==> src/sv/rudp_pkg.sv <==
`timescale 1ns / 1ps
`default_nettype none

package rudp_pkg;

    // Parse phases
    typedef enum logic [2:0] {
        PH_IDLE,
        PH_ETH,
        PH_VLAN,
        PH_IP4,
        PH_GRH,
        PH_UDP
    } phase_t;

    // Header fields in header order
    typedef enum logic [4:0] {
        FID_DMAC,
        FID_SMAC,
        FID_ETHERTYPE,
        FID_VLAN_TAG,
        FID_VLAN_TYPE,
        FID_IP4_VERSION,
        FID_IP4_IHL,
        FID_IP4_TOS,
        FID_IP4_TOT_LEN,
        FID_IP4_ID,
        FID_IP4_FRAG_OFF,
        FID_IP4_TTL,
        FID_IP4_PROTOCOL,
        FID_IP4_CSUM,
        FID_IP4_SADDR,
        FID_IP4_DADDR,
        FID_GRH_VERSION,
        FID_GRH_TCLASS,
        FID_GRH_FLOW_LABEL,
        FID_GRH_PAYLOAD_LEN,
        FID_GRH_NEXT_HDR,
        FID_GRH_HOP_LIMIT,
        FID_SGID_HI,
        FID_SGID_LO,
        FID_DGID_HI,
        FID_DGID_LO,
        FID_UDP_SPORT,
        FID_UDP_DPORT,
        FID_UDP_LENGTH,
        FID_UDP_CSUM
    } field_id_t;

    typedef enum logic [1:0] {
        ERR_NONE,
        ERR_ETHERTYPE,
        ERR_IP_VERSION,
        ERR_NOT_UDP
    } err_code_t;

    localparam int POS_W = 6;

    localparam logic [POS_W-1:0] ETH_LAST_POS  = POS_W'(13);
    localparam logic [POS_W-1:0] VLAN_LAST_POS = POS_W'(3);
    localparam logic [POS_W-1:0] IP4_LAST_POS  = POS_W'(19);
    localparam logic [POS_W-1:0] GRH_LAST_POS  = POS_W'(39);
    localparam logic [POS_W-1:0] UDP_LAST_POS  = POS_W'(7);
    localparam logic [POS_W-1:0] IP4_PROTO_POS = POS_W'(9);
    localparam logic [POS_W-1:0] GRH_NHDR_POS  = POS_W'(6);

    localparam logic [15:0] ETYPE_VLAN = 16'h8100;
    localparam logic [15:0] ETYPE_IPV4 = 16'h0800;
    localparam logic [15:0] ETYPE_IPV6 = 16'h86DD;
    localparam logic [7:0]  IP_PROTO_UDP = 8'd17;
    localparam logic [3:0]  IP4_VERSION = 4'd4;
    localparam logic [3:0]  IP6_VERSION = 4'd6;

    // Result queue
    localparam int QDEPTH = 4;
    localparam int QPTR_W = 2;
    localparam int QCNT_W = 3;

    typedef struct packed {
        field_id_t   id;
        logic [63:0] value;
        err_code_t   err;
        logic        last;
    } field_res_t;

    // Up to two results from one byte, in order
    typedef struct packed {
        logic [1:0] cnt;
        field_res_t r0;
        field_res_t r1;
    } push_t;

    function automatic phase_t type_phase(input logic [15:0] etype, input logic tag_ok);
        phase_t ph;
        if (etype == ETYPE_VLAN && tag_ok) begin
            ph = PH_VLAN;
        end else if (etype == ETYPE_IPV4) begin
            ph = PH_IP4;
        end else if (etype == ETYPE_IPV6) begin
            ph = PH_GRH;
        end else begin
            ph = PH_IDLE;
        end
        return ph;
    endfunction

endpackage

`default_nettype wire

==> src/sv/rudp_parse.sv <==
`timescale 1ns / 1ps
`default_nettype none

module rudp_parse
    import rudp_pkg::*;
(
    input  wire logic        aclk,
    input  wire logic        aresetn,
    input  wire logic        s_valid,
    output logic             s_ready,
    input  wire logic [7:0]  s_data_byte,
    input  wire logic        s_first_byte,
    input  wire logic        room_ok,
    output push_t            push
);

    logic             in_vld_reg;
    logic [7:0]       byte_reg;
    logic             first_reg;

    phase_t           phase_reg, phase_next;
    logic [POS_W-1:0] pos_reg, pos_next;
    logic [63:0]      acc_reg, acc_next;
    err_code_t        pend_reg, pend_next;

    phase_t           ph_base;
    logic [POS_W-1:0] pos_base;
    logic [63:0]      acc_base;
    err_code_t        pend_base;
    logic [63:0]      acc_new;
    logic             active;
    logic             fire;

    logic             f0_vld, f1_vld, err_vld;
    field_id_t        f0_id, f1_id;
    logic [63:0]      f0_val, f1_val;
    err_code_t        err_out;
    err_code_t        pend_upd;
    phase_t           ph_upd;
    field_res_t       res_f0, res_f1, res_err;

    assign fire    = in_vld_reg && room_ok;
    assign s_ready = !in_vld_reg || fire;

    always_ff @(posedge aclk) begin
        if (!aresetn) begin
            in_vld_reg <= 1'b0;
        end else if (s_valid && s_ready) begin
            in_vld_reg <= 1'b1;
        end else if (fire) begin
            in_vld_reg <= 1'b0;
        end
    end

    always_ff @(posedge aclk) begin
        if (s_valid && s_ready) begin
            byte_reg  <= s_data_byte;
            first_reg <= s_first_byte;
        end
    end

    // A first byte restarts at Ethernet byte 0 with a cleared accumulator
    always_comb begin
        ph_base   = first_reg ? PH_ETH : phase_reg;
        pos_base  = first_reg ? '0 : pos_reg;
        acc_base  = first_reg ? '0 : acc_reg;
        pend_base = first_reg ? ERR_NONE : pend_reg;
        acc_new   = {acc_base[55:0], byte_reg};
        active    = (ph_base == PH_ETH) || (ph_base == PH_VLAN) || (ph_base == PH_IP4)
                    || (ph_base == PH_GRH) || (ph_base == PH_UDP);
    end

    // Field decode and header checks
    always_comb begin
        f0_vld   = 1'b0;
        f0_id    = FID_DMAC;
        f0_val   = '0;
        f1_vld   = 1'b0;
        f1_id    = FID_DMAC;
        f1_val   = '0;
        err_vld  = 1'b0;
        err_out  = ERR_NONE;
        pend_upd = pend_base;
        ph_upd   = ph_base;

        unique case (ph_base)
            PH_ETH: begin
                unique case (pos_base)
                    6'd5: begin
                        f0_vld = 1'b1; f0_id = FID_DMAC;
                        f0_val = {16'd0, acc_new[47:0]};
                    end
                    6'd11: begin
                        f0_vld = 1'b1; f0_id = FID_SMAC;
                        f0_val = {16'd0, acc_new[47:0]};
                    end
                    6'd13: begin
                        f0_vld = 1'b1; f0_id = FID_ETHERTYPE;
                        f0_val = {48'd0, acc_new[15:0]};
                    end
                    default: ;
                endcase
                if (pos_base == ETH_LAST_POS) begin
                    ph_upd = type_phase(acc_new[15:0], 1'b1);
                    if (ph_upd == PH_IDLE) begin
                        err_vld = 1'b1;
                        err_out = ERR_ETHERTYPE;
                    end
                end
            end
            PH_VLAN: begin
                unique case (pos_base)
                    6'd1: begin
                        f0_vld = 1'b1; f0_id = FID_VLAN_TAG;
                        f0_val = {48'd0, acc_new[15:0]};
                    end
                    6'd3: begin
                        f0_vld = 1'b1; f0_id = FID_VLAN_TYPE;
                        f0_val = {48'd0, acc_new[15:0]};
                    end
                    default: ;
                endcase
                if (pos_base == VLAN_LAST_POS) begin
                    ph_upd = type_phase(acc_new[15:0], 1'b0);
                    if (ph_upd == PH_IDLE) begin
                        err_vld = 1'b1;
                        err_out = ERR_ETHERTYPE;
                    end
                end
            end
            PH_IP4: begin
                unique case (pos_base)
                    6'd0: begin
                        f0_vld = 1'b1; f0_id = FID_IP4_VERSION;
                        f0_val = {60'd0, acc_new[7:4]};
                        f1_vld = 1'b1; f1_id = FID_IP4_IHL;
                        f1_val = {60'd0, acc_new[3:0]};
                    end
                    6'd1: begin
                        f0_vld = 1'b1; f0_id = FID_IP4_TOS;
                        f0_val = {56'd0, acc_new[7:0]};
                    end
                    6'd3: begin
                        f0_vld = 1'b1; f0_id = FID_IP4_TOT_LEN;
                        f0_val = {48'd0, acc_new[15:0]};
                    end
                    6'd5: begin
                        f0_vld = 1'b1; f0_id = FID_IP4_ID;
                        f0_val = {48'd0, acc_new[15:0]};
                    end
                    6'd7: begin
                        f0_vld = 1'b1; f0_id = FID_IP4_FRAG_OFF;
                        f0_val = {48'd0, acc_new[15:0]};
                    end
                    6'd8: begin
                        f0_vld = 1'b1; f0_id = FID_IP4_TTL;
                        f0_val = {56'd0, acc_new[7:0]};
                    end
                    6'd9: begin
                        f0_vld = 1'b1; f0_id = FID_IP4_PROTOCOL;
                        f0_val = {56'd0, acc_new[7:0]};
                    end
                    6'd11: begin
                        f0_vld = 1'b1; f0_id = FID_IP4_CSUM;
                        f0_val = {48'd0, acc_new[15:0]};
                    end
                    6'd15: begin
                        f0_vld = 1'b1; f0_id = FID_IP4_SADDR;
                        f0_val = {32'd0, acc_new[31:0]};
                    end
                    6'd19: begin
                        f0_vld = 1'b1; f0_id = FID_IP4_DADDR;
                        f0_val = {32'd0, acc_new[31:0]};
                    end
                    default: ;
                endcase
                if (pos_base == '0 && byte_reg[7:4] != IP4_VERSION) begin
                    pend_upd = ERR_IP_VERSION;
                end
                if (pos_base == IP4_PROTO_POS && pend_base == ERR_NONE
                        && byte_reg != IP_PROTO_UDP) begin
                    pend_upd = ERR_NOT_UDP;
                end
                if (pos_base == IP4_LAST_POS) begin
                    if (pend_upd != ERR_NONE) begin
                        err_vld = 1'b1;
                        err_out = pend_upd;
                        ph_upd  = PH_IDLE;
                    end else begin
                        ph_upd = PH_UDP;
                    end
                end
            end
            PH_GRH: begin
                unique case (pos_base)
                    6'd0: begin
                        f0_vld = 1'b1; f0_id = FID_GRH_VERSION;
                        f0_val = {60'd0, acc_new[7:4]};
                    end
                    6'd1: begin
                        f0_vld = 1'b1; f0_id = FID_GRH_TCLASS;
                        f0_val = {56'd0, acc_new[11:4]};
                    end
                    6'd3: begin
                        f0_vld = 1'b1; f0_id = FID_GRH_FLOW_LABEL;
                        f0_val = {44'd0, acc_new[19:0]};
                    end
                    6'd5: begin
                        f0_vld = 1'b1; f0_id = FID_GRH_PAYLOAD_LEN;
                        f0_val = {48'd0, acc_new[15:0]};
                    end
                    6'd6: begin
                        f0_vld = 1'b1; f0_id = FID_GRH_NEXT_HDR;
                        f0_val = {56'd0, acc_new[7:0]};
                    end
                    6'd7: begin
                        f0_vld = 1'b1; f0_id = FID_GRH_HOP_LIMIT;
                        f0_val = {56'd0, acc_new[7:0]};
                    end
                    6'd15: begin
                        f0_vld = 1'b1; f0_id = FID_SGID_HI; f0_val = acc_new;
                    end
                    6'd23: begin
                        f0_vld = 1'b1; f0_id = FID_SGID_LO; f0_val = acc_new;
                    end
                    6'd31: begin
                        f0_vld = 1'b1; f0_id = FID_DGID_HI; f0_val = acc_new;
                    end
                    6'd39: begin
                        f0_vld = 1'b1; f0_id = FID_DGID_LO; f0_val = acc_new;
                    end
                    default: ;
                endcase
                if (pos_base == '0 && byte_reg[7:4] != IP6_VERSION) begin
                    pend_upd = ERR_IP_VERSION;
                end
                if (pos_base == GRH_NHDR_POS && pend_base == ERR_NONE
                        && byte_reg != IP_PROTO_UDP) begin
                    pend_upd = ERR_NOT_UDP;
                end
                if (pos_base == GRH_LAST_POS) begin
                    if (pend_upd != ERR_NONE) begin
                        err_vld = 1'b1;
                        err_out = pend_upd;
                        ph_upd  = PH_IDLE;
                    end else begin
                        ph_upd = PH_UDP;
                    end
                end
            end
            PH_UDP: begin
                unique case (pos_base)
                    6'd1: begin
                        f0_vld = 1'b1; f0_id = FID_UDP_SPORT;
                        f0_val = {48'd0, acc_new[15:0]};
                    end
                    6'd3: begin
                        f0_vld = 1'b1; f0_id = FID_UDP_DPORT;
                        f0_val = {48'd0, acc_new[15:0]};
                    end
                    6'd5: begin
                        f0_vld = 1'b1; f0_id = FID_UDP_LENGTH;
                        f0_val = {48'd0, acc_new[15:0]};
                    end
                    6'd7: begin
                        f0_vld = 1'b1; f0_id = FID_UDP_CSUM;
                        f0_val = {48'd0, acc_new[15:0]};
                    end
                    default: ;
                endcase
                if (pos_base == UDP_LAST_POS) begin
                    ph_upd = PH_IDLE;
                end
            end
            default: ;
        endcase
    end

    // Pack results in order: fields first, error result after them
    always_comb begin
        res_f0  = '{id: f0_id, value: f0_val, err: ERR_NONE, last: (f0_id == FID_UDP_CSUM)};
        res_f1  = '{id: f1_id, value: f1_val, err: ERR_NONE, last: (f1_id == FID_UDP_CSUM)};
        res_err = '{id: FID_DMAC, value: '0, err: err_out, last: 1'b1};
        push.cnt = 2'd0;
        push.r0  = res_f0;
        push.r1  = res_f1;
        if (fire && active) begin
            priority if (f0_vld && f1_vld) begin
                push.cnt = 2'd2;
            end else if (f0_vld && err_vld) begin
                push.cnt = 2'd2;
                push.r1  = res_err;
            end else if (f0_vld) begin
                push.cnt = 2'd1;
            end else if (err_vld) begin
                push.cnt = 2'd1;
                push.r0  = res_err;
            end else begin
                push.cnt = 2'd0;
            end
        end
    end

    always_comb begin
        phase_next = phase_reg;
        pos_next   = pos_reg;
        acc_next   = acc_reg;
        pend_next  = pend_reg;
        if (fire && active) begin
            acc_next = acc_new;
            if (ph_upd != ph_base) begin
                phase_next = ph_upd;
                pos_next   = '0;
                pend_next  = ERR_NONE;
            end else begin
                phase_next = ph_base;
                pos_next   = pos_base + POS_W'(1);
                pend_next  = pend_upd;
            end
        end
    end

    always_ff @(posedge aclk) begin
        if (!aresetn) begin
            phase_reg <= PH_IDLE;
            pos_reg   <= '0;
            acc_reg   <= '0;
            pend_reg  <= ERR_NONE;
        end else begin
            phase_reg <= phase_next;
            pos_reg   <= pos_next;
            acc_reg   <= acc_next;
            pend_reg  <= pend_next;
        end
    end

    // Idle bytes without a first-byte mark leave no trace
    a_idle_quiet: assert property (@(posedge aclk) disable iff (!aresetn)
        (fire && !first_reg && phase_reg == PH_IDLE) |-> (push.cnt == 2'd0))
        else $error("result produced while idle");

    // Every header position is left before it can run past the GRH length
    a_pos_bound: assert property (@(posedge aclk) disable iff (!aresetn)
        pos_reg <= GRH_LAST_POS)
        else $error("byte position out of range");

    // An error result always ends the header
    a_err_ends: assert property (@(posedge aclk) disable iff (!aresetn)
        (fire && active && err_vld) |=> (phase_reg == PH_IDLE))
        else $error("parser kept running after error");

endmodule

`default_nettype wire

==> src/sv/rudp_queue.sv <==
`timescale 1ns / 1ps
`default_nettype none

module rudp_queue
    import rudp_pkg::*;
(
    input  wire logic        aclk,
    input  wire logic        aresetn,
    input  wire push_t       push,
    output logic             room_ok,
    output logic             m_valid,
    input  wire logic        m_ready,
    output logic [4:0]       m_field_id,
    output logic [63:0]      m_field_value,
    output logic [1:0]       m_error_code,
    output logic             m_last
);

    field_res_t        q_reg [QDEPTH];
    logic [QPTR_W-1:0] rd_ptr_reg, rd_ptr_next;
    logic [QPTR_W-1:0] wr_ptr_reg, wr_ptr_next;
    logic [QCNT_W-1:0] count_reg, count_next;
    logic [QPTR_W-1:0] wr_ptr_p1;
    logic              pop;
    field_res_t        head;

    assign wr_ptr_p1 = wr_ptr_reg + QPTR_W'(1);
    assign pop       = m_valid && m_ready;
    // Accept a byte only if both of its possible results fit
    assign room_ok   = count_reg <= QCNT_W'(QDEPTH - 2);

    assign head          = q_reg[rd_ptr_reg];
    assign m_valid       = count_reg != '0;
    assign m_field_id    = head.id;
    assign m_field_value = head.value;
    assign m_error_code  = head.err;
    assign m_last        = head.last;

    always_ff @(posedge aclk) begin
        if (push.cnt != 2'd0) begin
            q_reg[wr_ptr_reg] <= push.r0;
        end
        if (push.cnt == 2'd2) begin
            q_reg[wr_ptr_p1] <= push.r1;
        end
    end

    always_comb begin
        rd_ptr_next = rd_ptr_reg + QPTR_W'(pop);
        wr_ptr_next = wr_ptr_reg + QPTR_W'(push.cnt);
        count_next  = count_reg + QCNT_W'(push.cnt) - QCNT_W'(pop);
    end

    always_ff @(posedge aclk) begin
        if (!aresetn) begin
            rd_ptr_reg <= '0;
            wr_ptr_reg <= '0;
            count_reg  <= '0;
        end else begin
            rd_ptr_reg <= rd_ptr_next;
            wr_ptr_reg <= wr_ptr_next;
            count_reg  <= count_next;
        end
    end

    a_no_overflow: assert property (@(posedge aclk) disable iff (!aresetn)
        count_reg <= QCNT_W'(QDEPTH))
        else $error("result queue overflow");

    a_push_fits: assert property (@(posedge aclk) disable iff (!aresetn)
        (push.cnt != 2'd0) |-> (QCNT_W'(QDEPTH) - count_reg >= QCNT_W'(push.cnt)))
        else $error("push without room");

    a_pop_drains: assert property (@(posedge aclk) disable iff (!aresetn)
        (pop && push.cnt == 2'd0) |=> (count_reg == $past(count_reg) - QCNT_W'(1)))
        else $error("pop did not drain queue");

endmodule

`default_nettype wire

==> src/sv/roce_udp_header_parser.sv <==
`timescale 1ns / 1ps
`default_nettype none

// Channel  Direction  Handshake          Payload
// s_       in         s_valid/s_ready    s_data_byte[7:0], s_first_byte
// m_       out        m_valid/m_ready    m_field_id[4:0], m_field_value[63:0],
//                                        m_error_code[1:0], m_last
//
// One byte per clock is accepted while the queue has room; each byte is parsed
// combinationally from its input register and its results (up to two) land in a
// four-entry result queue.
// A byte waits in the input register while the queue has fewer than two free entries.
// aresetn is synchronous, active low; it returns the parser to idle and empties the queue.
// m_ stalls back up into s_ready only through the queue fill level.

module roce_udp_header_parser
    import rudp_pkg::*;
(
    input  wire logic        aclk,
    input  wire logic        aresetn,
    input  wire logic        s_valid,
    output logic             s_ready,
    input  wire logic [7:0]  s_data_byte,
    input  wire logic        s_first_byte,
    output logic             m_valid,
    input  wire logic        m_ready,
    output logic [4:0]       m_field_id,
    output logic [63:0]      m_field_value,
    output logic [1:0]       m_error_code,
    output logic             m_last
);

    push_t push;
    logic  room_ok;

    rudp_parse u_parse (
        .aclk         (aclk),
        .aresetn      (aresetn),
        .s_valid      (s_valid),
        .s_ready      (s_ready),
        .s_data_byte  (s_data_byte),
        .s_first_byte (s_first_byte),
        .room_ok      (room_ok),
        .push         (push)
    );

    rudp_queue u_queue (
        .aclk          (aclk),
        .aresetn       (aresetn),
        .push          (push),
        .room_ok       (room_ok),
        .m_valid       (m_valid),
        .m_ready       (m_ready),
        .m_field_id    (m_field_id),
        .m_field_value (m_field_value),
        .m_error_code  (m_error_code),
        .m_last        (m_last)
    );

endmodule

`default_nettype wire
==> config.mk <==
export PLATFORM = sky130hd
export DESIGN_NAME = roce_udp_header_parser
export DESIGN_NICKNAME = d
export VERILOG_FILES = /design/src/sv/rudp_pkg.sv /design/src/sv/rudp_parse.sv /design/src/sv/rudp_queue.sv /design/src/sv/roce_udp_header_parser.sv
export SDC_FILE = /design/constraint.sdc
export NUM_CORES = 1
export LEC_CHECK = 0
export BUFFER_PORTS_ARGS = -buffer_cell sky130_fd_sc_hd__buf_4
export CAP_MARGIN = 30
export CORE_ASPECT_RATIO = 2
export CORE_MARGIN = 4
export CORE_UTILIZATION = 25
export DETAILED_ROUTE_END_ITERATION = 10
export SLEW_MARGIN = 25
export SYNTH_ARGS = -nofsm -noshare
export SYNTH_HDL_FRONTEND = slang
export SYNTH_SLANG_ARGS = --single-unit
==> constraint.sdc <==
create_clock -name aclk -period 11 [get_ports aclk]
set_input_delay 1.1 -clock aclk [delete_from_list [all_inputs] [get_ports aclk]]
set_output_delay 1.1 -clock aclk [all_outputs]
set_load 0.005 [all_outputs]
=== Word-level counts from Yosys, hierarchy flattened ===
Memory sizes are Yosys's and may differ from the RTL's. A register that Yosys moved wholly into a read port is not among the register bits.
Index checks and enable logic that the tools add are counted.

* Bits in registers: 84
* Bits in writable memories: 288
* Bits of input ports: 13
* Output and inout bits: 74
* Logic and storage cells: 173
* Memories kept: 1

{| class="wikitable"
|+ Memories
! memory !! words !! width !! rd ports !! clocked after memory_dff !! wr ports !! RTL line !! source
|-
| u_queue.q_reg || 4 || 72 || 1 || 1 || 2 || rudp_queue.sv:19 || <nowiki>field_res_t q_reg [QDEPTH];</nowiki>
|}

* Add/sub/neg operators: 6
* $lt $le $gt $ge: 1
* Equal/unequal tests: 29
* Multiplexer cells: 88
* Reductions and logical operators: 38

{| class="wikitable"
|+ Operators by type and width
! operator !! number
|-
| one-hot mux 64 bit (6 select lines) || 1
|-
| one-hot mux 64 bit (5 select lines) || 1
|-
| 2-to-1 mux 72 bit || 4
|-
| 2-to-1 mux 146 bit || 1
|-
| 2-to-1 mux 144 bit || 1
|-
| one-hot mux 32 bit (4 select lines) || 1
|-
| one-hot mux 48 bit (2 select lines) || 1
|-
| 2-to-1 mux 64 bit || 1
|-
| 2-to-1 mux 56 bit || 1
|-
| 2-to-1 mux 3 bit || 17
|-
| one-hot mux 5 bit (10 select lines) || 1
|-
| one-hot mux 4 bit (10 select lines) || 1
|-
| 2-to-1 mux 2 bit || 18
|-
| equality test 16 bit, second input constant || 2
|-
| 2-to-1 mux 16 bit || 2
|-
| equality test 6 x 4 -> 1 bit, second input constant || 5
|-
| one-hot mux 5 bit (5 select lines) || 1
|-
| 2-to-1 mux 1 bit || 24
|-
| one-hot mux 5 bit (4 select lines) || 1
|-
| OR reduction 10 bit || 2
|-
| equality test 6 x 3 -> 1 bit, second input constant || 3
|-
| equality test 6 x 5 -> 1 bit, second input constant || 3
|-
| equality test 16 x 12 -> 1 bit, second input constant || 1
|-
| one-hot mux 3 bit (5 select lines) || 1
|-
| 37 further kinds || 68
|}

=== Longest topological paths before layout ===
Gate-level depths: netlist of run 1.

* Word-level depth: 19
* Mapped depth: 16
* Mapped depth without buffers: 15

=== Hierarchy ===
A second synthesis of run 1 with hierarchy kept.

* Cell total of the unflattened synthesis: 1442
* Area, all modules: 20035.5 um2

{| class="wikitable"
|+ Modules (own cells, without submodules)
! module !! instances !! cells each !! area each (um2) !! seq. area each (um2)
|-
| rudp_queue || 1 || 744 || 14954.3 || 8788.4
|-
| rudp_parse || 1 || 698 || 5081.1 || 1631.6
|}

=== Least setup slack after synthesis of run 1 ===
No wires, ideal clock.

* Kind: reg-to-reg
* From: register u_parse.pos_reg[5]
* To: memory u_queue.q_reg[1][0] (netlist bit), enable pin
* Library setup time: 312 ps
* Arrival: 3846 ps
* Data required time: 10688 ps
* Setup slack: 6842 ps
* Cell stages (with the launch flop): 15
* Buffers on the path: 3
* Period minus slack after synthesis: 4158 ps
* Cells stage by stage: dfxtp_1 -> clkbuf_1 -> o21bai_1 -> a32o_1 -> a211o_1 -> o21ai_1 -> inv_1 -> or3_1 -> ha_1 -> or3_1 -> nor2b_1 -> nand3_1 -> clkbuf_1 -> clkbuf_1 -> nand2_1

{| class="wikitable"
|+ RTL lines
! element !! RTL line !! source
|-
| start: declaration || rudp_parse.sv:22 || <nowiki>logic [POS_W-1:0] pos_reg, pos_next;</nowiki>
|-
| start signal: assignment || rudp_parse.sv:331 || <nowiki>pos_reg <= pos_next;</nowiki>
|-
| end: declaration || rudp_queue.sv:19 ||
|}

==> results.json, run 1 <==
{
  "routabilityCongestion": 0.911,
  "synth_area_mm2": 0.0161,
  "cp_max_fo": 83,
  "worstSkewPairLatency_ns": 0.53,
  "worst_clock_skew_ns": 0.0177,
  "n_fill_cell": 6565,
  "wl_per_cell_um": 21.1,
  "yosys_warnings": 0,
  "synthArstFlopShare": 0,
  "finalSetupViolCount": 0,
  "clk_pin_slew_worst_paths_ns": 0.06,
  "grt_pass1_vias": 13014,
  "worst_slack_ns": 5.26,
  "ys_seq_area_frac": 0.490,
  "yosysTopAreaCellShare": 0.406,
  "grt_first_pass_wirelength_um": 80700,
  "firstDrtPassIters": 5,
  "cap_violations": 0,
  "htree_levels": 2,
  "fin_setup_tns_ns": 0,
  "nets": 1719,
  "grt_setup_unrepaired": "false",
  "drc": 0,
  "cts.repair.resized": 0,
  "path_common_cell": "nand2_1",
  "finalHoldViolations": 0,
  "synth_largest_area_cell": "dfxtp_1",
  "post-place-ws_ns": 5.23,
  "overflow": 0,
  "cts_tree": "yes",
  "power.density_mw_per_mm2": 158,
  "area_delta_synth_final_pct": 15.0,
  "synthesis.nets": 1733,
  "irDropWorstVdd_v": 0.0000995,
  "vias": 13314,
  "total_power_mw": 2.92,
  "synth-edff-count": 45,
  "cts_sinks": 372,
  "coreArea_mm2": 0.0638,
  "crit_type": "flip-flop to flip-flop",
  "antenna_found_initial": 0,
  "grtUsageTotal": 0.149,
  "drv_slew": 0,
  "initial_core_util": 0.253,
  "dp_hpwl_um": 36000,
  "cp_data_required_time_ns": 11.16,
  "finalCriticalPeriod_ns": 5.74,
  "synth.distinct_cells": 71,
  "routed_wirelength_um": 53200,
  "synth_common_cells": "dfxtp_1, nand3_1, o21ai_0, nand2_1, clkbuf_1",
  "drive_above_1_share": 0.148,
  "critPathCaptureType": "flip-flop",
  "slew_headroom": 0.322,
  "path_cells": "or4b_1 -> nor3_1 -> and2_1 -> nand2_1 -> a21oi_1 -> inv_1 -> o311ai_0 -> ha_1 -> or3_1 -> nor2b_1 -> nand2_4 -> buf_4 -> nand2_1",
  "synth_ff_type": "dfxtp_1",
  "cts_buffers": 34,
  "cts_buffer_depth": 3,
  "die_area_mm2": 0.0688,
  "drt_iter0_drc": 1236,
  "ys_ff_latch": 372,
  "postCtsHoldBufs": 0,
  "critPathLaunchType": "flip-flop",
  "grt_start_max_net_pins": 93,
  "die_y_um": 367,
  "viasPerCell": 5.28,
  "synth.most_common_cell": "dfxtp_1",
  "worst_slew_pin_slew_ns": 1.02,
  "postCtsSetupRepairBufs": 0,
  "place.port_buffers": 86,
  "p_leak_nw": 5.97,
  "row_count": 131,
  "root_buffer": "clkbuf_16",
  "synth_area_per_cell_um2": 9.41,
  "die_x_um": 188,
  "fin_crit_sh": 0.522,
  "path_delay_family": "simple AND/OR/NAND/NOR gates",
  "max_freq_ghz": 0.174,
  "antennaDiodeCount": 0,
  "fin_util": 0.291,
  "multi_input_area_mm2": 0.00761,
  "io_pins": 87,
  "drtAntennaViolNets": 0,
  "largest_reg_flops": 288,
  "critical_path.slowest_cell": "dfxtp_1",
  "cp_num_buf_inv": 2,
  "regArea_mm2": 0.00791,
  "hp-class": "flip-flop to flip-flop",
  "slowest_delay_ns": 0.75,
  "synth_area_leaders": "dfxtp_1, mux4_2, nand3_1",
  "arrival_ns": 5.90,
  "status": "complete, no violations",
  "syn_inst": 1713
}
per-stage QoR:
stage | hold slack [ns] | cell area [µm²] | std cells
2_1_floorplan | 0.436 | 16100 | 1713
3_3_place_gp | 0.444 | 17400 | 2458
3_5_place_dp | 0.456 | 17400 | 2459
4_1_cts | 0.470 | 18500 | 2520
5_1_grt | 0.492 | 18500 | 2522
6_report | 0.470 | 18500 | 2522
worst min-delay path: cells and delay by family, from the launching register on:
kind / cells / cell delay [ns]
AO/OA/AOI/OAI: 1 / 0.06
flip-flops: 1 / 0.32
AND/OR/NAND/NOR: 1 / 0.06
placed cells by master (no fill, tap or decap), types with 3 or more instances in the layout:
cell type and n:
and2_1 16, nand4_1 5, nand2b_1 4, a21oi_1 26, o22ai_1 17, a21o_1 4, or2_2 4, inv_1 16
edfxtp_1 45, nor3_1 16, nor4b_1 3, nor2_1 42, clkbuf_1 10, or4_1 4, buf_4 106, mux4_2 72
o2bb2ai_1 18, nor2b_1 15, nand3_1 309, or3_1 9, a22oi_1 5, o21ai_1 4, or3b_2 3, nor4_1 6
and3_1 4, clkbuf_8 6, xnor2_1 4, clkbuf_16 37, clkinv_2 4, a211oi_1 6, a21boi_0 59, dfxtp_1 325
a31oi_1 5, o41ai_1 4, o21ai_0 272, ha_1 6, nand2_1 165, nand3b_1 4, o21bai_1 6
per-layer routing:
| metal | track usage | vias to the layer above | wire length, µm |
|---|---|---|---|
| li1 | - | 6230 | - |
| met1 | 0.161 | 6481 | 19100 |
| met2 | 0.276 | 474 | 28300 |
| met3 | 0.0156 | 129 | 2140 |
| met4 | 0.0911 | 0 | 3650 |
| met5 | 0 | - | 0 |
final timing paths:
path | startpoint | endpoint | slack (ns) | cells after the start
worst max-delay path | u_parse.pos_reg[0]$_SDFFE_PN0P_ | u_queue.q_reg[0][0]$_DFFE_PP_ | 5.26 | 13
worst min-delay path | u_queue.q_reg[2][61]$_SDFFE_PP0P_ | u_queue.q_reg[2][61]$_SDFFE_PP0P_ | 0.47 | 2
worst max register to register | u_parse.pos_reg[0]$_SDFFE_PN0P_ | u_queue.q_reg[0][0]$_DFFE_PP_ | 5.26 | 13
worst min register to register | u_queue.q_reg[2][61]$_SDFFE_PP0P_ | u_queue.q_reg[2][61]$_SDFFE_PP0P_ | 0.47 | 2
cell type report:
cell class                 instances  area share
clock inverter                     8     0.00277
inverter                          16     0.00324
clock buffer                      53      0.0565
tap                              798      0.0539
timing repair buffer             109      0.0463
sequential                       372       0.427
multi-input combinational       1166       0.411
cell families (layout without fill, tap and decap cells):
family / Yosys count / count (layout) / share of synthesized area
fa+ha+maj: 7 / 7 / 0.00590
flops: 372 / 372 / 0.490
compound gates: 450 / 450 / 0.167
xor+xnor: 6 / 6 / 0.00326
simple gates: 631 / 631 / 0.191
mux: 72 / 72 / 0.101
buf+inv: 175 / 186 / 0.0418
where the power goes:
part           switching, mW  total (mW)  internal, mW
combinational          0.173       0.299         0.127
sequential            0.0561        1.44          1.39
clock                  0.517        1.18         0.660
Power figures use the tool's default switching activity.
==> run 2, diff against run 1 <==
Settings changed: ABC_AREA set to 1.
Clock period 11 ns to 5.48 ns, I/O delays scaled along.
==> run 2 against run 1 <==
Against the previous run: largest cell class unchanged; count of clock-buffer cells in the layout shrank 6; clock skew shrank 0.0032 ns; sequential power grew 110%; flip-flop and latch count is the same; synthesized cell count grew 21%; core utilization shrank 0.20 points; setup slack lost 4.6 ns; final cell count grew 15%; via count grew 10%.
==> results.json, run 2 <==
{
  "hp-start": "s_data_byte[5]",
  "fin_crit_sh": 0.877,
  "worst_clock_skew_ns": 0.0144,
  "cts_buffer_depth": 3,
  "dp_hpwl_um": 37000,
  "postCtsSetupRepairBufs": 0,
  "cts_sinks": 372,
  "firstDrtPassIters": 8,
  "synthArstFlopShare": 0,
  "status": "complete, no violations",
  "routed_wirelength_um": 54900,
  "cts_buffers": 31,
  "synthSimpleGateAreaFrac": 0.208,
  "routabilityCongestion": 0.990,
  "power.density_mw_per_mm2": 399,
  "grt_pass1_vias": 14744,
  "cp_data_required_time_ns": 6.00,
  "finalSetupViolCount": 0,
  "yosysTopAreaCellShare": 0.406,
  "drv_slew": 0,
  "drtAntennaViolNets": 0,
  "row_count": 131,
  "path_cells": "buf_4 -> nor2_4 -> nand2_2 -> inv_1 -> nand2_1 -> nand2_1 -> nor2_1 -> nand3_2 -> o21ai_2 -> nand3_1 -> ha_1 -> nand3_2 -> nand2_2 -> nor3_4 -> inv_2 -> nand2_2 -> inv_2 -> buf_4 -> a22o_1",
  "critical_path.startpoint": "u_parse.first_reg$_DFFE_PP_",
  "cp_num_buf_inv": 5,
  "die_x_um": 188,
  "max_freq_ghz": 0.208,
  "critPathLaunchType": "flip-flop",
  "ys_ff_latch": 372,
  "grt_start_max_net_pins": 88,
  "hp-class": "input port to flip-flop",
  "crit_type": "flip-flop to flip-flop",
  "synth_area_mm2": 0.0161,
  "die_y_um": 367,
  "holdWs_ns": 0.133,
  "rr_startpoint": "u_parse.first_reg$_DFFE_PP_",
  "n_fill_cell": 6955,
  "worst_slew_pin_slew_ns": 0.893,
  "synth_top_family_by_area": "compound AO/OA/AOI/OAI gates",
  "cts_tree": "yes",
  "viasPerCell": 5.04,
  "vias": 14664,
  "irDropWorstVdd_v": 0.000244,
  "antennaDiodeCount": 0,
  "drc": 0,
  "synth-compound-area-share": 0.226,
  "mostFrequentLayoutCells": "nand2_1, o21ai_0, dfxtp_1",
  "coreArea_mm2": 0.0639,
  "slowest_delay_ns": 0.55,
  "path_delay_family": "buffers and inverters",
  "synth_fa_ha_area_frac": 0.00589,
  "cp_max_fo": 33,
  "critical_path.slowest_cell": "inv_2",
  "nets": 2108,
  "htree_levels": 1,
  "die_area_mm2": 0.0689,
  "synthesis.nets": 2098,
  "synth_area_leaders": "dfxtp_1, o21ai_0, nand2_1",
  "slew_headroom": 0.404,
  "finalCriticalPeriod_ns": 4.81,
  "drt_iter0_drc": 811,
  "synth.distinct_cells": 46,
  "synth_area_per_cell_um2": 7.76,
  "cts.repair.resized": 0,
  "overflow": 0,
  "cap_violations": 0,
  "p_leak_nw": 7.35,
  "synth.most_common_cell": "nand2_1",
  "largest_reg_flops": 288,
  "grtUsageTotal": 0.153,
  "synth_largest_area_cell": "dfxtp_1",
  "drive_above_1_share": 0.102,
  "initial_core_util": 0.252,
  "clk_pin_slew_worst_paths_ns": 0.08,
  "grt_setup_unrepaired": "false",
  "fin_setup_tns_ns": 0,
  "io_pins": 87,
  "critPathCaptureType": "flip-flop",
  "synth-xor-area-share": 0.00217,
  "grt_first_pass_wirelength_um": 85100,
  "worstSkewPairLatency_ns": 0.59,
  "finalHoldViolations": 0,
  "synth_mux_area_frac": 0,
  "root_buffer": "clkbuf_16",
  "synth-edff-count": 45,
  "syn_inst": 2078,
  "final_common_cell": "nand2_1",
  "area_delta_synth_final_pct": 14.3,
  "antenna_found_initial": 1,
  "yosys_warnings": 0,
  "ys_seq_area_frac": 0.489,
  "place.port_buffers": 86,
  "postCtsHoldBufs": 0,
  "synth_common_cells": "nand2_1, o21ai_0, dfxtp_1, nor2_1, inv_1",
  "wl_per_cell_um": 18.9,
  "synth_ff_type": "dfxtp_1",
  "arrival_ns": 5.33,
  "path_common_cell": "nand2_2"
}
==> run 2: cells by family after synthesis <==
group                      count (synthesis)
buffers and inverters                    263
DFF                                      372
adders and majority gates                  7
and+or+nand+nor                          813
AOI/OAI and AO/OA                        619
xor gates and xnor gates                   4
==> run 2: final cells by class <==
class	count	area [µm²]	share of cell area
clock inverters	10	159	0.00861
well taps	798	998	0.0541
multi-input cells	1443	7130	0.387
clock buffers	47	917	0.0497
flip-flops and latches	372	7900	0.428
inverters	128	488	0.0265
repair buffers	112	851	0.0461
==> run 2: metal layers <==
layer / global-route usage / up-vias / part of all wire
met3: 0.0189 / 151 / 0.045
li1: - / 7060 / -
met5: 0 / - / 0.00013
met1: 0.161 / 7019 / 0.37
met4: 0.0841 / 2 / 0.053
met2: 0.293 / 432 / 0.53
==> run 2: where the power goes <==
part	total (mW)	internal, mW	switching, mW
clock	2.38	1.33	1.05
combinational	1.98	0.741	1.24
sequential	2.99	2.85	0.141
total	7.35	4.92	2.43
==> run 2: metrics by stage <==
stage	power [mW]	setup slack [ns]	std cells	instance area, µm²	utilization
floorplan	4.09	2.21	2078	16100	-
CTS	7.46	0.712	2909	18400	0.288
global placement	5.07	0.776	2851	17300	0.271
finish	7.35	0.674	2910	18400	0.289
detailed placement	5.07	0.759	2852	17400	0.271
global route	7.75	0.330	2910	18400	0.289
==> run 2: worst paths after layout <==
path / to / slack, ns / cells past startpoint
hold / removal: u_parse.byte_reg[5]$_DFFE_PP_ / 0.13 / 1
setup / recovery: u_queue.q_reg[2][10]$_SDFFE_PP0P_ / 0.67 / 19
setup reg to reg: u_queue.q_reg[2][10]$_SDFFE_PP0P_ / 0.67 / 19
hold reg to reg: u_queue.q_reg[2][20]$_SDFFE_PP0P_ / 0.45 / 2
==> run 2: worst register-to-register path, stage by stage, from the launching register on <==
cell and delay [ns]:
edfxtp_1 0.36, buf_4 0.37, nor2_4 0.14, nand2_2 0.16, inv_1 0.13, nand2_1 0.20
nand2_1 0.13, nor2_1 0.19, nand3_2 0.21, o21ai_2 0.35, nand3_1 0.14, ha_1 0.33
nand3_2 0.13, nand2_2 0.15, nor3_4 0.06, inv_2 0.13, nand2_2 0.20, inv_2 0.55
buf_4 0.55, a22o_1 0.26
